[src/rtl/core/ilct_div.sv]
`timescale 1ns / 1ps
// ----------------------------------------------------------------------------
// ilct_div
// Restoring divider, one quotient bit per cycle, 24-bit dividend / 12-bit.
// ----------------------------------------------------------------------------
module ilct_div (
  input  logic        clk,
  input  logic        rst,
  input  logic        start,
  input  logic [23:0] dividend,
  input  logic [11:0] divisor,
  output logic        done,
  output logic [23:0] quotient
);
  logic [23:0] quo;
  logic [12:0] rem;
  logic [11:0] dvs;
  logic [4:0] count;
  logic busy;
  logic [12:0] trial;
  logic [12:0] diff;

  assign trial = {rem[11:0], quo[23]};
  assign diff = trial - {1'b0, dvs};
  assign quotient = quo;

  always_ff @(posedge clk) begin
    if (rst) begin
      busy <= 1'b0;
      done <= 1'b0;
    end else begin
      done <= 1'b0;
      if (start) begin
        busy <= 1'b1;
        count <= 5'd0;
        quo <= dividend;
        rem <= '0;
        dvs <= divisor;
      end else if (busy) begin
        if (!diff[12]) begin
          rem <= diff;
          quo <= {quo[22:0], 1'b1};
        end else begin
          rem <= trial;
          quo <= {quo[22:0], 1'b0};
        end
        count <= count + 5'd1;
        if (count == 5'd23) begin
          busy <= 1'b0;
          done <= 1'b1;
        end
      end
    end
  end
endmodule

[config.mk]
export PLATFORM = sky130hd
export DESIGN_NAME = ilct_div
export DESIGN_NICKNAME = d
export VERILOG_FILES = /design/src/rtl/core/ilct_div.sv
export SDC_FILE = /design/constraint.sdc
export NUM_CORES = 1
export LEC_CHECK = 0
export ABC_CLOCK_PERIOD_IN_PS = 5500
export BUFFER_PORTS_ARGS = -buffer_cell sky130_fd_sc_hd__buf_4
export CAP_MARGIN = 20
export CELL_PAD_IN_SITES_DETAIL_PLACEMENT = 1
export CELL_PAD_IN_SITES_GLOBAL_PLACEMENT = 1
export CORE_MARGIN = 2
export CORE_UTILIZATION = 46
export DETAILED_ROUTE_END_ITERATION = 10
export PLACE_DENSITY_LB_ADDON = 0.1
export SYNTH_ARGS = -nofsm -noshare
export SYNTH_HDL_FRONTEND = slang
export SYNTH_SLANG_ARGS = --single-unit
[constraint.sdc]
create_clock -name clk -period 5.5 [get_ports clk]
set_clock_uncertainty 0.05 [all_clocks]
set_input_delay 0.825 -clock clk [delete_from_list [all_inputs] [get_ports clk]]
set_output_delay 0.825 -clock clk [all_outputs]
set_load 0.1 [all_outputs]
== After elaboration in Yosys (flattened, before gate mapping) ==
Index checks and enable logic that the tools add are counted.

* Output and inout port bits: 25
* Logic and storage cells: 25
* Register bits: 55

* Equality and inequality tests: 1
* Reduce and logical (&&, ||, !) cells: 4
* Mux-type cells: 10
* Add/sub/neg operators: 2
* Bitwise gates (word level): 2

{| class="wikitable"
|+ Operators with widths
! cell !! count
|-
| 24-bit 2-to-1 mux || 2
|-
| 12-bit 2-to-1 mux || 2
|-
| 13-bit by 12-bit subtractor with 13-bit output || 1
|-
| 5-bit by 1-bit adder with 5-bit output (second input constant) || 1
|-
| 5-bit == test (second input constant) || 1
|-
| 1-bit 2-to-1 mux || 5
|-
| 5-bit 2-to-1 mux || 1
|-
| 2-bit AND reduction || 2
|-
| 3-bit OR reduction || 1
|-
| 1-bit NOT || 2
|-
| 2-bit nonzero test || 1
|}

== Longest topological paths before layout ==
Gate-level depths: netlist of run 1.

* Depth after elaboration: 4
* Mapped depth: 10

== Worst setup path before layout of run 1 ==
No wires, ideal clock.

* Path kind: input port to flip-flop
* From: in start
* To: reg count[0], enable pin
* Path buffers: 2
* Arrival time: 3.162 ns
* Cell stages on the path: 4
* Data required time: 5.011 ns
* Slack: 1.849 ns
* Cells stage by stage: clkbuf_1 > clkbuf_1 > nor2_1 > nor2_1

* Longest elaborated chain between the ends: 2

{| class="wikitable"
|+ Ends and longest elaborated chain
! element !! line !! text
|-
| from (decl) || 9 || <nowiki>input logic start,</nowiki>
|-
| 2-bit nonzero test (no line) || - ||
|-
| 2-bit AND reduction (no line) || - ||
|-
| to (signal assigned) || 47 || <nowiki>count <= count + 5'd1;</nowiki>
|-
| to (decl) || 18 || <nowiki>logic [4:0] count;</nowiki>
|}

Every way passes these cells.
A chain may end at the register's enable or synchronous reset.

== Worst setup path in the final report of run 1 ==
* From: reg quo[23] (netlist: quotient[23])
* To: reg rem[10] (data pin)

* Longest elaborated chain between the ends: 3

{| class="wikitable"
|+ Ends and longest elaborated chain
! element !! line !! text
|-
| from (decl) || 15 || <nowiki>logic [23:0] quo;</nowiki>
|-
| from (signal assigned) || 36 || <nowiki>quo <= dividend;</nowiki>
|-
| from (signal assigned) || 42 || <nowiki>quo <= {quo[22:0], 1'b1};</nowiki>
|-
| from (signal assigned) || 45 || <nowiki>quo <= {quo[22:0], 1'b0};</nowiki>
|-
| 13-bit by 12-bit subtractor with 13-bit output || 24 || <nowiki>assign diff = trial - {1'b0, dvs};</nowiki>
|-
| 12-bit 2-to-1 mux || 40 || <nowiki>if (!diff[12]) begin</nowiki>
|-
| 12-bit 2-to-1 mux || 39 || <nowiki>end else if (busy) begin</nowiki>
|-
| to (signal assigned) || 41 || <nowiki>rem <= diff;</nowiki>
|-
| to (signal assigned) || 44 || <nowiki>rem <= trial;</nowiki>
|-
| to (decl) || 16 || <nowiki>logic [12:0] rem;</nowiki>
|}

Every way passes these cells. The select of a mux whose other input is x is not followed.

==> results of run 1 <==
## logic make-up after synthesis
group | count (synthesis) | synth area share, %
simple gates | 54 | 9.92
buf+inv | 23 | 3.05
fa+ha+maj | 14 | 6.35
compound gates | 56 | 11.8
mux | 25 | 9.70
xor+xnor | 8 | 2.44
flops | 55 | 56.7
## worst max-delay path: cells and delay by family, from the launching register on
kind                     cells  cell delay, ns
adder cells (fa/ha/maj)      2            0.61
AND/OR/NAND/NOR              3            0.94
buffers and inverters        1            0.06
flip-flops                   1            0.39
AO/OA/AOI/OAI                3            0.71
## worst max path at each step
stage               endpoint  cells after the start  slack (ns)          from
global placement     rem[10]                      9        2.76  quotient[23]
finish               rem[10]                      9        2.60  quotient[23]
CTS                  rem[10]                      9        2.58  quotient[23]
floorplan           count[0]                      4        1.85         start
global route          rem[7]                      9        2.38  quotient[23]
detailed placement   rem[10]                      9        2.62  quotient[23]
## cells in the final DEF (no fill, tap or decap), types with 8 or more instances in the layout
| master | netlist | layout |
|---|---|---|
| nand2_1 | 8 | 8 |
| ha_1 | 13 | 13 |
| mux2_2 | 23 | 23 |
| inv_1 | 15 | 15 |
| a21o_1 | 8 | 8 |
| buf_4 | 0 | 65 |
| edfxtp_1 | 53 | 53 |
| nand3_1 | 9 | 9 |
| o21ai_0 | 14 | 14 |
| a21oi_1 | 19 | 19 |
| nor2_1 | 13 | 12 |
## per-stage QoR
step,cells,util [%],hold WS [ns],area (um^2)
after CTS,375,59.6,0.447,3570
after global placement,367,57.4,0.427,3440
after global routing,375,59.6,0.463,3570
after floorplan,235,-,0.404,2880
after detailed placement,367,57.4,0.431,3440
final,375,59.6,0.451,3570
## final cells by class
cell class | count | share of cell area (%)
inverter | 15 | 1.58
clock buffer | 6 | 2.03
sequential | 55 | 45.7
clock inverter | 2 | 1.68
timing repair buffer | 65 | 13.7
multi-input combinational | 157 | 32.7
tap | 75 | 2.63
## where the power goes
part	internal (mW)	total [mW]	switching (mW)
registers	0.501	0.518	0.0171
clock network	0.182	0.318	0.136
logic	0.113	0.322	0.209
## routing by layer
layer	up-vias	GRT usage (%)
met5	-	0
met4	0	4.47
met3	9	4.87
met2	48	34.1
met1	1008	26.5
li1	1000	-
## cell usage after synthesis, types with 4 or more instances
cell / number / share of area (%)
xnor2_1: 4 / 1.2
nand3_1: 9 / 1.6
nor3_1: 4 / 0.70
clkbuf_1: 6 / 0.78
mux2_2: 23 / 9.0
or3_1: 4 / 0.87
a21oi_1: 19 / 3.3
o21ai_0: 14 / 2.4
xor2_1: 4 / 1.2
nand2_1: 8 / 1.0
edfxtp_1: 53 / 55
inv_1: 15 / 2.0
nor2_1: 13 / 1.7
ha_1: 13 / 5.7
a21o_1: 8 / 2.1
## flip-flops by register name, summed over array words and instances, names as in the netlist
| name | cells |
|---|---|
| quotient | 24 |
| done | 1 |
| busy | 1 |
| count | 5 |
| dvs | 12 |
| rem | 12 |
==> results.py, run 1 <==
metrics = {
    "drt": {
        "detail_route.wl_per_cell_um": 17.9,
        "routed-wl-met2_mm": 3.28,
        "detail_route.first_pass.iterations": 4,
        "wirelength_mm": 6.69,
        "drc_errors": 0,
        "vias": 2065,
        "antenna_violating_nets_post_route": 0,
        "detail_route.vias_per_cell": 5.51,
        "drt-initial-drc-count": 95,
        "detailroute.wirelength.met3_um": 331,
        "highest-signal-layer": "met4",
        "m1WireLength_mm": 3.01,
    },
    "clock_network": {
        "post-cts-setup-buffers": 0,
        "htree_num_levels": 2,
        "cts_repair_resize_count": 0,
        "cts_buffer_depth": 2,
        "clockRootBuffer": "clkbuf_8",
        "insertion_delay_ns": 0.31,
        "cts.reportedPaths.clkPinSlew_ns": 0.10,
        "clock_sinks": 55,
        "cts_tree": "done",
        "cts-buffers-inserted": 5,
        "postCtsHoldBufs": 0,
    },
    "placed_design": {
        "place.detailed.hpwl_mm": 4.87,
        "place_ws_ns": 2.62,
        "gpl.final_weighted_congestion": 0.782,
        "buffer_ports.inserted": 63,
    },
    "critical_path": {
        "timing.rr.start": "quotient[23]",
        "timing.critical_path.fanout_max": 16,
        "cp_slowest_stage_delay_ns": 0.53,
        "critical_path.reg2reg.endpoint": "rem[10]",
        "critPathRequiredTime_ns": 5.60,
        "cp-start-kind": "flip-flop",
        "worst-endpoint-arrival_ns": 3.01,
        "class_of_the_most_critical_setup_path": "flip-flop to flip-flop",
        "number_of_cells_on_the_worst_reg_to_reg_path": 9,
        "r2r_slack_ns": 2.60,
        "timing.critical_path.cells": "inv_1 -> ha_1 -> fa_1 -> nand2b_1 -> a21o_1 -> a211oi_2 -> nor3_2 -> or4b_1 -> a21oi_1",
        "library_cell_contributing_the_largest_single_delay_on_the_critical_path": "or4b_1",
        "worst_setup_path_end_kind": "flip-flop",
    },
    "timing": {
        "fin_crit_ns": 2.90,
        "final_setup_vio_count": 0,
        "postLayoutSetupSlackWorst_ns": 2.60,
        "finalCritPeriodShare_pct": 52.8,
        "clock.fmax_ghz": 0.345,
        "slew_headroom_pct": 39.6,
        "final-hold-violation-count": 0,
        "fin_tns_setup_ns": 0,
        "worst_pin_slew_ns": 0.902,
        "rsz0062_at_grt": "false",
        "number_of_pins_exceeding_their_max_slew_limit_in_the_final_report": 0,
    },
    "final_layout": {
        "drive_gt1_share_pct": 33.0,
        "final-seq-area_um2": 1630,
        "multi_input_area_um2": 1170,
        "diodes": 0,
        "net_count_final": 352,
        "syn2layout_area_growth_pct": 24.2,
        "filler_cell_count": 621,
    },
    "power_and_ir_drop": {
        "p_per_area_nw_per_um2": 324,
        "power.leakage_nw": 1.49,
        "peakVddDrop_uv": 163,
        "p_total_mw": 1.16,
    },
    "yosys": {
        "synth-seq-cells": 55,
        "post_synth.cell_area_avg_um2": 12.2,
        "post_synthesis_net_count": 288,
        "synth_ff_type": "edfxtp_1",
        "syn-instance-count": 235,
        "yosysSeqAreaShare_pct": 56.7,
        "synth.yosys.warnings": 0,
        "synth_enable_flop_cells": 53,
        "syn-cell-area_um2": 2880,
        "synthDistinctLibCells": 39,
        "synth_async_sr_flop_share_pct": 0,
    },
    "floorplan": {
        "pin_count": 64,
        "start_util_pct": 48.0,
        "chipHeight_um": 83.1,
        "die_width_um": 83.1,
        "core-area_um2": 5990,
        "die_area_um2": 6900,
        "placement_rows": 28,
    },
    "global_routing": {
        "grt.overflow.total": 0,
        "grt_pass1_wl_mm": 11.3,
        "grt_max_degree": 44,
        "antenna_found_initial": 0,
        "grt_pass1_vias": 2331,
        "global_route.usage.total_pct": 20.2,
    },
    "min_path": {
        "worstHoldPathCells": 1,
        "hold_class": "flip-flop to flip-flop",
        "worst_hold_startpoint": "busy",
        "worst_case_hold_path_end_point": "done",
    },
    "run_status": {
        "run_status": "finished, final reports clean",
    },
    "run": {
        "maxCapViolations": 0,
    },
}
(Power assumes the default switching activity.)
==> run 2, diff against run 1 <==
ABC_CLOCK_PERIOD_IN_PS = 2400   (was 5500)
CORE_UTILIZATION = 39   (was 46)
clock period = 2.4 ns   (was 5.5 ns; I/O delays follow)
==> run 2 against run 1 <==
Net effect: the run now ends with negative setup slack left; register-to-register slack lost 2.8 ns; total power up 140%; die area rose by 17%; sequential cell count unchanged; global-route usage is 1.4 points lower; hold slack worse by 0.28 ns; via count rose by 8.5%; clock power rose by 99%; worst setup slack got worse by 2.8 ns; clock-buffer cell count is the same; wire length grew 9.9%; critical path type unchanged; highest routed layer unchanged.
==> results.py, run 2 (synthesis results as in run 1) <==
metrics = {
    "run_status": {
        "run_status": "finished with violations",
        "violated_checks": "negative setup slack",
    },
    "floorplan": {
        "core-area_um2": 7210,
        "pin_count": 64,
        "chipHeight_um": 89.9,
        "die_width_um": 89.9,
        "placement_rows": 31,
        "start_util_pct": 39.9,
        "die_area_um2": 8080,
    },
    "final_layout": {
        "leading_cell_type_in_the_layout_fill_and_taps_excluded": "buf_4",
        "net_count_final": 394,
        "largest_register_ff_count": 24,
        "most-common-layout-cells": "103 x buf_4, 53 x edfxtp_1, 23 x mux2_2",
        "drive_gt1_share_pct": 47.4,
        "diodes": 0,
        "finish.utilization_pct": 55.8,
        "filler_cell_count": 790,
        "syn2layout_area_growth_pct": 40.0,
    },
    "critical_path": {
        "cp-start-kind": "flip-flop",
        "cp_slowest_stage_delay_ns": 0.49,
        "timing.critical_path.cells": "inv_1 -> ha_2 -> fa_2 -> nand2b_4 -> a21o_4 -> a211oi_4 -> nor3_4 -> or4b_4 -> a21oi_2",
        "worst_setup_path_end_kind": "flip-flop",
        "cp_num_buf_inv": 1,
        "critPathRequiredTime_ns": 2.51,
        "library_cell_contributing_the_largest_single_delay_on_the_critical_path": "or4b_4",
        "class_of_the_most_critical_setup_path": "flip-flop to flip-flop",
        "timing.critical_path.fanout_max": 4,
        "crit_family": "simple AND/OR/NAND/NOR gates",
        "worst-endpoint-arrival_ns": 2.69,
    },
    "timing": {
        "min_hold_slack_ns": 0.167,
        "finalCritPeriodShare_pct": 107,
        "final_setup_vio_count": 13,
        "fin_crit_ns": 2.58,
        "slew_headroom_pct": 72.7,
        "rsz0062_at_grt": "true",
        "worst_pin_slew_ns": 0.410,
        "fin_tns_setup_ns": -1.31,
        "number_of_pins_exceeding_their_max_slew_limit_in_the_final_report": 0,
        "clock.fmax_ghz": 0.388,
        "postLayoutSetupSlackWorst_ns": -0.176,
        "final-hold-violation-count": 0,
    },
    "min_path": {
        "hold_class": "primary input to flip-flop",
    },
    "placed_design": {
        "buffer_ports.inserted": 63,
        "gpl.final_weighted_congestion": 0.779,
        "place.detailed.hpwl_mm": 5.47,
        "place_ws_ns": -0.209,
    },
    "clock_network": {
        "cts_tree": "done",
        "insertion_delay_ns": 0.31,
        "cts_buffer_depth": 2,
        "clock_sinks": 55,
        "htree_num_levels": 2,
        "clockRootBuffer": "clkbuf_8",
        "postCtsHoldBufs": 0,
        "cts-buffers-inserted": 5,
        "cts.reportedPaths.clkPinSlew_ns": 0.10,
    },
    "drt": {
        "drt-initial-drc-count": 58,
        "drc_errors": 0,
        "vias": 2241,
        "antenna_violating_nets_post_route": 0,
        "wirelength_mm": 7.35,
        "detail_route.first_pass.iterations": 4,
        "detail_route.wl_per_cell_um": 16.7,
        "detail_route.vias_per_cell": 5.08,
    },
    "global_routing": {
        "grt_pass1_vias": 2400,
        "grt.overflow.total": 0,
        "antenna_found_initial": 0,
        "global_route.usage.total_pct": 18.8,
        "grt_max_degree": 32,
        "grt_pass1_wl_mm": 12.1,
    },
    "power_and_ir_drop": {
        "p_total_mw": 2.75,
        "peakVddDrop_uv": 319,
        "power.leakage_nw": 1.71,
        "p_per_area_nw_per_um2": 683,
    },
    "run": {
        "maxCapViolations": 0,
    },
}
-- run 2: cell types whose count changed in the layout (fill, tap and decap cells not counted), sizes merged --
cell      previous run  this run
buf                 65       107
bufinv               2         1
clkinvlp             0         1
-- run 2: repair_timing --
item,4_1_cts,5_1_grt
cloned,0,0
pin swaps,19,0
buffers inserted,3,3
hold endpoints to repair,0,0
endpoints found under the setup margin,13,13
resized for setup,21,5
-- run 2: where the power goes --
part           switching (mW)  internal (mW)  leakage (nW)
combinational           0.541          0.391          1.13
sequential             0.0400           1.15         0.524
clock                   0.320          0.312        0.0514
total                   0.901           1.85          1.71
-- run 2: cell type report --
type	count	area [um^2]	area share [%]
sequential	55	1630	40.5
multi-input combinational	157	1280	31.7
timing repair buffer	107	827	20.5
tap	99	124	3.08
clock buffer	6	72.6	1.80
inverter	15	56.3	1.40
clock inverter	2	37.5	0.932
-- run 2: path summary, 6_finish.rpt --
check                    start  endpoint  slack, ns  cells after the start
setup / recovery  quotient[23]    rem[8]      -0.18                      9
hold / removal      divisor[3]    dvs[3]       0.17                      1
setup reg to reg  quotient[23]    rem[8]      -0.18                      9
hold reg to reg           busy      done       0.44                      1
-- run 2: per-stage QoR --
step | instances | area, um^2
global route | 441 | 4030
finish | 441 | 4030
global placement | 427 | 3760
CTS | 438 | 3990
floorplan | 235 | 2910
detailed placement | 427 | 3760
-- run 2: layer usage --
layer / track usage (%) / part of all wire (%)
met1: 23.9 / 44
met2: 32.6 / 50
met3: 4.86 / 4.8
met4: 3.46 / 0.72
met5: 0 / 0
